--- config.mk ---
export PLATFORM = sky130hd
export DESIGN_NAME = fermat_transform_negacyclic_conv
export DESIGN_NICKNAME = d
export VERILOG_FILES = /design/src/hw/rtl/ftnc_pkg.sv /design/src/hw/rtl/fermat_transform_negacyclic_conv.sv /design/src/hw/rtl/ftnc_datapath.sv /design/src/hw/rtl/ftnc_ctrl.sv
export SDC_FILE = /design/constraint.sdc
export NUM_CORES = 2
export LEC_CHECK = 0
export BUFFER_PORTS_ARGS = -buffer_cell sky130_fd_sc_hd__buf_2
export CAP_MARGIN = 20
export CORE_ASPECT_RATIO = 0.9
export CORE_MARGIN = 3
export CORE_UTILIZATION = 35
export DETAILED_ROUTE_END_ITERATION = 7
export GPL_ROUTABILITY_DRIVEN = 0
export SLEW_MARGIN = 20
export SYNTH_ARGS = -nofsm -noshare
export SYNTH_HDL_FRONTEND = slang
export SYNTH_HIERARCHICAL = 1
export SYNTH_SLANG_ARGS = --single-unit
--- constraint.sdc ---
create_clock -name clk -period 15.4 [get_ports clk]
set_clock_uncertainty 0.2 [all_clocks]
set_input_delay 0 -clock clk [delete_from_list [all_inputs] [get_ports clk]]
set_output_delay 0 -clock clk [all_outputs]
set_load 0.1 [all_outputs]
--- src/hw/rtl/ftnc_pkg.sv ---
// Package with payload types, controller states and the controller command struct.
`timescale 1ns / 1ps
package ftnc_pkg;

  localparam int unsigned CoefW = 17;

  typedef struct packed {
    logic [CoefW-1:0] a_coef;
    logic [CoefW-1:0] b_coef;
  } ftnc_in_t;

  typedef struct packed {
    logic [CoefW-1:0] c_coef;
    logic             last;
  } ftnc_out_t;

  typedef enum logic [2:0] {
    ST_LOAD,
    ST_FWD,
    ST_MUL,
    ST_INV,
    ST_SCALE,
    ST_EMIT
  } ftnc_state_t;

  // Controller commands to the datapath.
  typedef struct packed {
    logic       load;
    logic       fwd_step;
    logic       fwd_first;
    logic       fwd_done;
    logic       inv_step;
    logic       inv_first;
    logic       inv_done;
    logic [3:0] i_idx;
    logic [3:0] j_idx;
    logic       emit;
    logic       emit_last;
  } ftnc_cmd_t;

endpackage

--- src/hw/rtl/fermat_transform_negacyclic_conv.sv ---
// Top level of the Fermat number transform negacyclic convolver.
`timescale 1ns / 1ps
// Loads VECTOR_LEN coefficient pairs, one transfer per cycle while busy is low.
// After the last pair the block runs a quadratic forward transform (one
// shift-reduce term per cycle for each vector), then an inverse transform
// with scaling and emits the N results; each result appears for one cycle
// with valid high and last on the final one.
// Busy stays high while the final result is on the port.
// The receiver cannot stall, so results must be taken as they come. A new
// vector is loaded only after the previous one's final result; the rate is set by
// the single shift-reduce unit per store.
module fermat_transform_negacyclic_conv #(
  parameter int unsigned FERMAT_EXP = 16,
  parameter int unsigned VECTOR_LEN = 16
) (
  input  logic                clk,
  input  logic                rst,
  input  logic                start,
  output logic                busy,
  input  ftnc_pkg::ftnc_in_t  in_data,
  output logic                valid,
  output ftnc_pkg::ftnc_out_t out_data
);
  import ftnc_pkg::*;

  ftnc_cmd_t  cmd;
  logic [3:0] load_idx;

  ftnc_ctrl #(.VECTOR_LEN(VECTOR_LEN)) u_ctrl (
    .clk(clk), .rst(rst), .start(start), .busy(busy),
    .load_idx(load_idx), .cmd(cmd), .done(valid)
  );

  ftnc_datapath #(.FERMAT_EXP(FERMAT_EXP), .VECTOR_LEN(VECTOR_LEN)) u_dp (
    .clk(clk), .in_item(in_data), .cmd(cmd), .load_idx(load_idx),
    .out_item(out_data)
  );

endmodule

--- src/hw/rtl/ftnc_datapath.sv ---
// Datapath: coefficient stores, shift-reduce units, accumulators, multiplier.
`timescale 1ns / 1ps
module ftnc_datapath #(
  parameter int unsigned FERMAT_EXP = 16,
  parameter int unsigned VECTOR_LEN = 16
) (
  input  logic               clk,
  input  ftnc_pkg::ftnc_in_t  in_item,
  input  ftnc_pkg::ftnc_cmd_t cmd,
  input  logic [3:0]         load_idx,
  output ftnc_pkg::ftnc_out_t out_item
);
  import ftnc_pkg::*;

  localparam int unsigned K  = FERMAT_EXP;
  localparam int unsigned CB = 2 * K;
  localparam int unsigned WP = K / VECTOR_LEN;
  localparam int unsigned LG = (VECTOR_LEN >= 16) ? 4 : (VECTOR_LEN >= 8) ? 3 :
                               (VECTOR_LEN >= 4) ? 2 : (VECTOR_LEN >= 2) ? 1 : 0;
  localparam logic [K:0] FM = {1'b1, {(K-1){1'b0}}, 1'b1};
  localparam int unsigned EW = 6;
  localparam int unsigned NCH = (CoefW + K - 1) / K;

  // Exponent steps, all taken modulo 2K.
  localparam logic [EW-1:0] FSTEP0 = EW'(WP % CB);
  localparam logic [EW-1:0] FSTEP2 = EW'((2 * WP) % CB);
  localparam logic [EW-1:0] IBASE  = EW'((CB - WP) % CB);
  localparam logic [EW-1:0] ISTEP  = EW'((2 * (CB - WP)) % CB);

  logic [K:0] va [16];
  logic [K:0] vb [16];
  logic [K:0] vp [16];
  logic [K:0] acc_a, acc_b, acc_c;
  logic [K:0] res;

  // Reduces a 17-bit value modulo F, folding K-bit chunks from the top.
  function automatic logic [K:0] red17(input logic [CoefW-1:0] x);
    logic [NCH*K-1:0] xe;
    logic [K-1:0]     ch;
    logic [K+1:0]     r;
    xe = (NCH*K)'(x);
    r  = '0;
    for (int c = NCH - 1; c >= 0; c--) begin
      ch = xe[c*K +: K];
      r = (K+2)'(ch) + (K+2)'(FM) - r;
      if (r >= (K+2)'(FM)) r = r - (K+2)'(FM);
    end
    return r[K:0];
  endfunction

  function automatic logic [K:0] addm(input logic [K:0] x, input logic [K:0] y);
    logic [K+1:0] s;
    s = {1'b0, x} + {1'b0, y};
    if (s >= {1'b0, FM}) s = s - {1'b0, FM};
    return s[K:0];
  endfunction

  // Sum of two exponents modulo 2K, both already below 2K.
  function automatic logic [EW-1:0] adde(input logic [EW-1:0] x, input logic [EW-1:0] y);
    logic [EW:0] s;
    s = {1'b0, x} + {1'b0, y};
    if (s >= (EW+1)'(CB)) s = s - (EW+1)'(CB);
    return s[EW-1:0];
  endfunction

  // v * 2^s mod F, s already below 2K.
  function automatic logic [K:0] shm(input logic [K:0] v, input logic [EW-1:0] s);
    logic [K:0]     w;
    logic [EW-1:0]  ss;
    logic [2*K:0]   t;
    logic [K:0]     lo, hi;
    logic [K+1:0]   r;
    w = v; ss = s;
    if (ss >= EW'(K)) begin
      w  = (v == '0) ? '0 : FM - v;
      ss = ss - EW'(K);
    end
    t  = (2*K+1)'(w) << ss;
    lo = {1'b0, t[K-1:0]};
    hi = t[2*K:K];
    if (hi >= FM) hi = hi - FM;
    r = {1'b0, lo} + {1'b0, FM} - {1'b0, hi};
    if (r >= {1'b0, FM}) r = r - {1'b0, FM};
    return r[K:0];
  endfunction

  // Product modulo F: x = hi*2^K + lo = lo - hi; hi itself reduced by same rule.
  function automatic logic [K:0] prodm(input logic [2*K+1:0] p);
    logic [K+1:0] h;
    logic [K+2:0] hr, r;
    h  = p[2*K+1:K];
    hr = (K+3)'(h[K-1:0]) + (K+3)'(FM) - (K+3)'(h[K+1:K]);
    if (hr >= (K+3)'(FM)) hr = hr - (K+3)'(FM);
    r = (K+3)'(p[K-1:0]) + (K+3)'(FM) - hr;
    if (r >= (K+3)'(FM)) r = r - (K+3)'(FM);
    return r[K:0];
  endfunction

  // Exponents (2ij+j)*WP and (2ij+i)*(2K-WP) mod 2K, stepped as j and i advance.
  // Forward: j*f_step with f_step = WP*(2i+1). Inverse: i_base + j*i_step with
  // i_base = i*(2K-WP) and i_step = 2i*(2K-WP).
  logic [EW-1:0] f_step, f_exp, i_base, i_step, i_exp;
  logic [EW-1:0] e_f, e_i;
  assign e_f = cmd.fwd_first ? '0 : f_exp;
  assign e_i = cmd.inv_first ? i_base : i_exp;

  logic [K:0] ta, tb, tc;
  assign ta = shm(va[cmd.j_idx], e_f);
  assign tb = shm(vb[cmd.j_idx], e_f);
  assign tc = shm(vp[cmd.j_idx], e_i);

  logic [2*K+1:0] prod;
  assign prod = (2*K+2)'(acc_a) * (2*K+2)'(acc_b);

  always_ff @(posedge clk) begin
    if (cmd.load) begin
      va[load_idx] <= red17(in_item.a_coef);
      vb[load_idx] <= red17(in_item.b_coef);
    end
    if (cmd.load) begin
      f_step <= FSTEP0;
      i_base <= '0;
      i_step <= '0;
    end else if (cmd.fwd_done) begin
      f_step <= adde(f_step, FSTEP2);
    end else if (cmd.emit) begin
      i_base <= adde(i_base, IBASE);
      i_step <= adde(i_step, ISTEP);
    end
    if (cmd.fwd_step) begin
      acc_a <= addm(cmd.fwd_first ? '0 : acc_a, ta);
      acc_b <= addm(cmd.fwd_first ? '0 : acc_b, tb);
      f_exp <= adde(e_f, f_step);
    end
    if (cmd.fwd_done) vp[cmd.i_idx] <= prodm(prod);
    if (cmd.inv_step) begin
      acc_c <= addm(cmd.inv_first ? '0 : acc_c, tc);
      i_exp <= adde(e_i, i_step);
    end
    if (cmd.inv_done) res <= shm(acc_c, EW'(CB - LG));
    out_item.c_coef <= CoefW'(res);
    out_item.last   <= cmd.emit_last;
  end

endmodule

--- src/hw/rtl/ftnc_ctrl.sv ---
// Controller state machine sequencing load, transforms and output.
`timescale 1ns / 1ps
module ftnc_ctrl #(
  parameter int unsigned VECTOR_LEN = 16
) (
  input  logic               clk,
  input  logic               rst,
  input  logic               start,
  output logic               busy,
  output logic [3:0]         load_idx,
  output ftnc_pkg::ftnc_cmd_t cmd,
  output logic               done
);
  import ftnc_pkg::*;

  localparam logic [3:0] NL = 4'(VECTOR_LEN - 1);

  ftnc_state_t state, state_next;
  logic [3:0] i_cnt, j_cnt, i_cnt_next, j_cnt_next, load_idx_next;
  logic       pend, pend_next;

  always_ff @(posedge clk) begin
    if (rst) begin
      state <= ST_LOAD; i_cnt <= '0; j_cnt <= '0; load_idx <= '0;
      pend <= 1'b0;
    end else begin
      state <= state_next; i_cnt <= i_cnt_next; j_cnt <= j_cnt_next;
      load_idx <= load_idx_next; pend <= pend_next;
    end
  end

  always_comb begin
    state_next = state; i_cnt_next = i_cnt; j_cnt_next = j_cnt;
    load_idx_next = load_idx;
    case (state)
      ST_LOAD: if (start && !pend) begin
        if (load_idx == NL) begin
          load_idx_next = '0; state_next = ST_FWD; i_cnt_next = '0; j_cnt_next = '0;
        end else load_idx_next = load_idx + 4'd1;
      end
      ST_FWD: if (j_cnt == NL) begin
        j_cnt_next = '0; state_next = ST_MUL;
      end else j_cnt_next = j_cnt + 4'd1;
      ST_MUL: if (i_cnt == NL) begin
        i_cnt_next = '0; state_next = ST_INV;
      end else begin
        i_cnt_next = i_cnt + 4'd1; state_next = ST_FWD;
      end
      ST_INV: if (j_cnt == NL) begin
        j_cnt_next = '0; state_next = ST_SCALE;
      end else j_cnt_next = j_cnt + 4'd1;
      ST_SCALE: state_next = ST_EMIT;
      ST_EMIT: if (i_cnt == NL) begin
        i_cnt_next = '0; state_next = ST_LOAD;
      end else begin
        i_cnt_next = i_cnt + 4'd1; state_next = ST_INV;
      end
      default: state_next = ST_LOAD;
    endcase
  end

  always_comb begin
    cmd = '0;
    cmd.i_idx = i_cnt;
    cmd.j_idx = j_cnt;
    busy = (state != ST_LOAD) || pend;
    cmd.load = (state == ST_LOAD) && start && !pend;
    cmd.fwd_step  = (state == ST_FWD);
    cmd.fwd_first = (state == ST_FWD) && (j_cnt == '0);
    cmd.fwd_done  = (state == ST_MUL);
    cmd.inv_step  = (state == ST_INV);
    cmd.inv_first = (state == ST_INV) && (j_cnt == '0);
    cmd.inv_done  = (state == ST_SCALE);
    cmd.emit      = (state == ST_EMIT);
    cmd.emit_last = (state == ST_EMIT) && (i_cnt == NL);
    pend_next = cmd.emit;
  end

  // Output register in the datapath loads at the end of ST_EMIT, as does pend; strobe lines up.
  assign done = pend;

endmodule
# After elaboration in Yosys (flattened, before gate mapping)
# Memory sizes are Yosys's and may differ from the RTL's. A register that Yosys moved wholly into a read port is not among the register bits.
# Index checks and enable logic that the tools add are counted.
totals:
  ff_bits: 132
  ramBits: 816
  inputBits: 37
  out_inout_bits: 20
  elab_cells: 211
  memories: 3
op_classes:
  n_addsub: 57
  n_mul: 1
  magnitude_cmp: 24
  eq_ne: 12
  n_shift: 4
  muxes: 69
  bitwise_logic: 1
  reduce_logical: 24
memory_table:
  columns: ["memory", "words", "width", "rd", "rd_ports_with_merged_regs", "wr", "line", "rtl"]
  rows:
  - ["u_dp.va", 16, 17, 1, 1, 1, "ftnc_datapath.sv:30", "logic [K:0] va [16];"]
  - ["u_dp.vb", 16, 17, 1, 1, 1, "ftnc_datapath.sv:31", "logic [K:0] vb [16];"]
  - ["u_dp.vp", 16, 17, 1, 1, 1, "ftnc_datapath.sv:32", "logic [K:0] vp [16];"]
op_table:
  columns: ["operator", "count"]
  rows:
  - ["17-bit 2-to-1 mux", 29]
  - ["17-bit subtractor, second input constant", 14]
  - ["18-bit by 17-bit >= comparator with 1-bit output, second input constant", 11]
  - ["16-bit by 17-bit adder with 18-bit output, second input constant", 8]
  - ["17-bit by 6-bit left shift with 33-bit output", 4]
  - ["18-bit 2-to-1 mux", 4]
  - ["18-bit by 17-bit subtractor with 18-bit output", 4]
  - ["17-bit >= comparator, second input constant", 4]
  - ["17-bit logical NOT", 4]
  - ["17-bit subtractor, first input constant", 4]
  - ["6-bit 2-to-1 mux", 10]
  - ["17-bit by 17-bit adder with 18-bit output", 3]
  - ["4-bit 2-to-1 mux", 11]
  - ["19-bit by 17-bit >= comparator with 1-bit output, second input constant", 2]
  - ["19-bit 2-to-1 mux", 2]
  - ["1-bit by 17-bit adder with 18-bit output, second input constant", 2]
  - ["18-bit by 17-bit subtractor with 18-bit output, second input constant", 2]
  - ["18-bit subtractor", 2]
  - ["7-bit by 6-bit >= comparator with 1-bit output, second input constant", 5]
  - ["17-bit by 17-bit multiplier with 34-bit output", 1]
  - ["6-bit subtractor, second input constant", 5]
  - ["18-bit by 19-bit subtractor with 19-bit output", 1]
  - ["19-bit by 17-bit subtractor with 19-bit output, second input constant", 1]
  - ["19-bit by 2-bit subtractor with 19-bit output", 1]
  - ["other kinds (28)", 58]

# Depth between registers and ports, before layout
depth:
  ltp_word: 14
  depth_mapped: 72
  mapped_depth_nobuf: 69

# Cells and area by module
# Netlist, hierarchy kept.
modules_own_cells:
  columns: ["mod", "n_inst", "cells_per_inst", "area_each_um2", "seq_area_each_um2"]
  rows:
  - ["ftnc_datapath", 1, 5848, 65881.9, 27586.5]
  - ["ftnc_ctrl", 1, 113, 944.7, 320.3]

# Least setup slack after synthesis
# OpenSTA, ideal clock, no wires.
synth_path:
  kind: "reg-to-reg"
  start: "reg u_dp.acc_b[7]"
  end: "mem u_dp/vp[0][16] in the netlist's numbering, data pin"
  setup_time_ns: 0.297
  arrival_time_ns: 14.941
  t_required_ns: 14.903
  path_slack_ns: -0.038
  path_stages_with_launch: 69
  period_less_slack_ns: 15.438
  cell_sequence: "edfxtp_1 > clkbuf_1 > and2_1 > fa_1 > inv_1 > fa_1 > inv_1 > fa_1 > inv_1 > fa_1 > inv_1 > fa_1 > inv_1 > fa_1 > inv_1 > ha_1 > and3_1 > a31oi_1 > [... 33 more ...] > fa_1 > nor2b_1 > o21ai_0 > a21boi_0 > o21ai_0 > a21boi_0 > o21ai_0 > a21oi_1 > o21a_1 > nor2_1 > o21a_1 > o21ai_0 > xnor2_1 > a31oi_1 > nor3_1 > clkbuf_1 > a41oi_1 > xnor2_1"
synth_between:
  elab_chain_len: 10
  word_cells_on_any_way: 13
synth_lines:
  columns: ["item", "line", "rtl"]
  rows:
  - ["from (decl)", "ftnc_datapath.sv:33", "logic [K:0] acc_a, acc_b, acc_c;"]
  - ["from (signal assigned)", "ftnc_datapath.sv:132", "acc_b <= addm(cmd.fwd_first ? '0 : acc_b, tb);"]
  - ["17-bit by 17-bit multiplier with 34-bit output *", "ftnc_datapath.sv:113", "assign prod = (2*K+2)'(acc_a) * (2*K+2)'(acc_b);"]
  - ["16-bit by 17-bit adder with 18-bit output", "ftnc_datapath.sv:92", "hr = (K+3)'(h[K-1:0]) + (K+3)'(FM) - (K+3)'(h[K+1:K]);"]
  - ["19-bit by 2-bit subtractor with 19-bit output", "ftnc_datapath.sv:92", null]
  - ["19-bit by 17-bit subtractor with 19-bit output / 19-bit by 17-bit >= comparator with 1-bit output (equally long branches)", "ftnc_datapath.sv:93", "if (hr >= (K+3)'(FM)) hr = hr - (K+3)'(FM);"]
  - ["19-bit 2-to-1 mux", "ftnc_datapath.sv:93", null]
  - ["19-bit 2-to-1 mux", "ftnc_datapath.sv:135", "if (cmd.fwd_done) vp[cmd.i_idx] <= prodm(prod);"]
  - ["18-bit by 19-bit subtractor with 19-bit output *", "ftnc_datapath.sv:94", "r = (K+3)'(p[K-1:0]) + (K+3)'(FM) - hr;"]
  - ["17-bit subtractor / 19-bit by 17-bit >= comparator with 1-bit output (equally long branches)", "ftnc_datapath.sv:95", "if (r >= (K+3)'(FM)) r = r - (K+3)'(FM);"]
  - ["17-bit 2-to-1 mux *", "ftnc_datapath.sv:95", null]
  - ["17-bit 2-to-1 mux *", "ftnc_datapath.sv:135", null]
  - ["to (decl)", "ftnc_datapath.sv:32", null]
# Every way passes the cells marked *; elsewhere a longest branch is shown, timed or not. The select of a mux whose other input is x is not followed.

# Worst setup path in the final report
layout_path:
  start: "reg u_dp.acc_b[7]"
  end: "mem u_dp/vp[7][1] in the netlist's numbering, data pin"
# The elaborated chain is that of the path after synthesis.

==> results.py <==
metrics = {
    "sta": {
        "slew-limit-headroom_pct": 27.2,
        "hold_ws_ns": -0.00430,
        "final_hold_viol_count": 7,
        "period_share_pct": 95.2,
        "finalMaxSlewViolations": 0,
        "worstMarginPinSlew_ns": 1.09,
        "layout_min_cycle_time_ns": 14.67,
        "setup_viol": 0,
        "fmax_mhz": 68.2,
    },
    "logic_synthesis": {
        "syn_avg_cell_area_um2": 11.2,
        "synth-simple-area-share_pct": 14.1,
        "syn_nets": 6629,
        "yosys_most_used_dff": "edfxtp_1",
        "ys_warn_count": 6,
        "syn_inst": 5961,
        "synth-xor-area-share_pct": 5.26,
        "synth_enable_flop_cells": 896,
        "synthAdderAreaFrac_pct": 14.4,
        "synth_top_family_by_area": "adder cells",
        "synthArstFlopShare_pct": 0,
        "synthMuxAreaShare_pct": 9.04,
        "syn_area_um2": 66800,
        "synth-seq-area-share_pct": 41.8,
        "synth_compound_area_share_pct": 10.7,
        "yosys_register_bits": 946,
        "synthDistinctLibCells": 120,
    },
    "setup_path": {
        "crit_fanout": 17,
        "worst_ep_arrival_time_ns": 14.88,
        "critical_path.top_delay_family": "compound AO/OA/AOI/OAI gates",
        "critPathLaunchType": "register",
        "slowest_stage": "fa_1",
        "path_buf_inv": 9,
        "criticalPathCategory": "register to register",
        "required_ns": 15.61,
        "cp-end-kind": "register",
        "slowest_delay_ns": 0.56,
    },
    "global_route": {
        "antenna_found_initial": 1,
        "overflow": 0,
        "grt_util_all_layers_pct": 17.7,
        "grt_pass1_wl_um": 276000,
        "first_global_vias": 47700,
        "grt_max_degree": 87,
    },
    "floorplan": {
        "coreArea_um2": 189000,
        "rows": 151,
        "die_x_um": 467,
        "die_y_um": 421,
        "start_util_pct": 35.4,
        "fp.dieArea_um2": 196000,
        "ios": 57,
    },
    "clocking": {
        "cts-root-buf": "clkbuf_16",
        "clkTransAtPathRegs_ns": 0.07,
        "clk_latency_ns": 0.72,
        "ctsHtreeMaxLevel": 3,
        "clk_path_buf_depth": 3,
        "cts_buffers": 91,
        "cts.sinks": 946,
        "cts_tree": "yes",
    },
    "route": {
        "ant_nets": 0,
        "wl_per_cell_um": 20.3,
        "drt_iter0_drc": 4506,
        "drc": 0,
        "wl_um": 178000,
        "viasPerCell": 5.51,
        "drt_first_pass_iters": 6,
        "vias": 48400,
    },
    "final_layout": {
        "fin_util_pct": 40.2,
        "final_net_count": 6858,
        "drive_gt1_share_pct": 15.3,
        "areaGrowthSynthToFinish_pct": 13.7,
    },
    "placed_design": {
        "portBuffers": 56,
        "hpwl_um": 123000,
    },
    "run_status": {
        "status": "finished, violations left",
        "violations": "hold timing",
    },
    "worst_hold_path": {
        "min_path_type": "primary input to register",
    },
    "flow_run": {
        "cap_violations": 0,
    },
}
-- path summary, 6_finish.rpt --
check | start | endpoint | slack [ns] | cells after the start
setup reg to reg | u_dp/acc_b[7] | u_dp/vp[7][1] | 0.73 | 63
hold reg to reg | u_dp/res[2] | u_dp/out_item[3] | 0.14 | 0
hold / removal | in_data[24] | u_dp/va[7][8] | -0.004 | 4
setup / recovery | u_dp/acc_b[7] | u_dp/vp[7][1] | 0.73 | 63
-- layer usage --
metal	vias up	track usage, %	routed length (um)
met1	24100	24.6	78700
met3	273	2.40	12000
met4	0	3.77	3520
met5	-	0	0
met2	1742	29.4	84100
li1	22300	-	-
-- tightest hold or removal path, delay by kind of cell --
kind | cells | cell delay [ns]
buffers and inverters | 1 | 0.09
adders and majority gates | 1 | 0.18
xor gates and xnor gates | 2 | 0.44
-- registers in the layout, indices dropped and copies added (netlist names), 17 cells and up --
| name | flops |
|---|---|
| u_dp/va | 272 |
| u_dp/vb | 272 |
| u_dp/vp | 272 |
| u_dp/out_item | 18 |
| u_dp/acc_a | 17 |
| u_dp/acc_b | 17 |
| u_dp/acc_c | 17 |
| u_dp/res | 17 |
-- cell usage after synthesis, types with 160 or more instances --
cell type	n	share of area (%)
and2_1	162	1.5
edfxtp_1	896	40
fa_1	234	7.0
a21oi_1	196	1.5
nor3_1	168	1.3
ha_1	397	7.4
xor2_1	160	2.1
inv_1	512	2.9
o21ai_0	163	1.2
nor2_1	405	2.3
mux4_2	211	7.1
nand2_1	503	2.8
xnor2_1	241	3.2
-- area by class of cell --
class                           count  area, um2
Fill cell                       17900     113000
Multi-Input combinational cell   4247      36700
Sequential cell                   946      27900
Timing Repair Buffer              382       3260
Tap cell                         2524       3160
Clock buffer                      113       2400
Inverter                          522       1960
Clock inverter                     55        618
Antenna cell                        1       2.50
-- placed cells by master (no fill, tap or decap), types with 31 or more instances in the layout --
| cell type | netlist | final |
|---|---|---|
| nor2_1 | 405 | 378 |
| buf_2 | 42 | 57 |
| dfxtp_1 | 50 | 46 |
| mux2_2 | 33 | 32 |
| edfxtp_1 | 896 | 896 |
| clkbuf_16 | 0 | 99 |
| nand2_1 | 503 | 502 |
| buf_4 | 21 | 261 |
| nand3_1 | 130 | 130 |
| nor3_1 | 168 | 154 |
| and3_1 | 52 | 50 |
| mux2i_1 | 85 | 79 |
| xnor2_1 | 241 | 229 |
| mux4_2 | 211 | 211 |
| a211oi_1 | 41 | 39 |
| inv_1 | 512 | 512 |
| or3_1 | 57 | 57 |
| o21ai_0 | 163 | 151 |
| a21o_1 | 56 | 56 |
| ha_1 | 397 | 396 |
| fa_1 | 234 | 234 |
| a21oi_1 | 196 | 190 |
| a31oi_1 | 42 | 41 |
| nor3b_1 | 34 | 32 |
| o21bai_1 | 39 | 37 |
| xor2_1 | 160 | 141 |
| a22oi_1 | 33 | 33 |
| and2_1 | 162 | 161 |
| nor4_1 | 42 | 39 |
| o211ai_1 | 36 | 36 |
| o22ai_1 | 31 | 31 |
| nand4_1 | 33 | 33 |
| nor2b_1 | 94 | 90 |
| nand2b_1 | 71 | 70 |
-- metrics by stage --
step	setup slack, ns	TNS [ns]	area [um2]	hold slack (ns)	instances
global placement	0.0818	0	71200	0.122	8532
CTS	0.00636	0	74600	0.00145	8725
floorplan	0.0224	0	66800	-0.0400	5961
detailed placement	-0.149	-9.60	71200	0.123	8534
finish	0.733	0	76000	-0.00430	8790
global route	-0.0777	-3.97	76000	0.0187	8789
-- logic make-up (layout without fill, tap and decap cells) --
group / after synthesis / after routing
AO/OA/AOI/OAI: 1009 / 1009
XOR/XNOR: 401 / 401
adder cells (fa/ha/maj): 631 / 631
buffers and inverters: 768 / 1072
flip-flops: 946 / 946
multiplexers: 334 / 334
other: 0 / 1
AND/OR/NAND/NOR: 1872 / 1872
-- repair_timing --
| item | 4_1_cts | 5_1_grt |
|---|---|---|
| setup buffers | 0 | 54 |
| endpoints found under the hold margin | 192 | 32 |
| endpoints found under the setup margin | 160 | 323 |
| hold buffers | 23 | 3 |
| cloned | 0 | 6 |
| pin swaps | 0 | 19 |
| resized for setup | 10 | 102 |
Power is left out: the tool's default activity adds up to more than one toggle a clock period on the data nets, which glitch-free logic cannot reach.
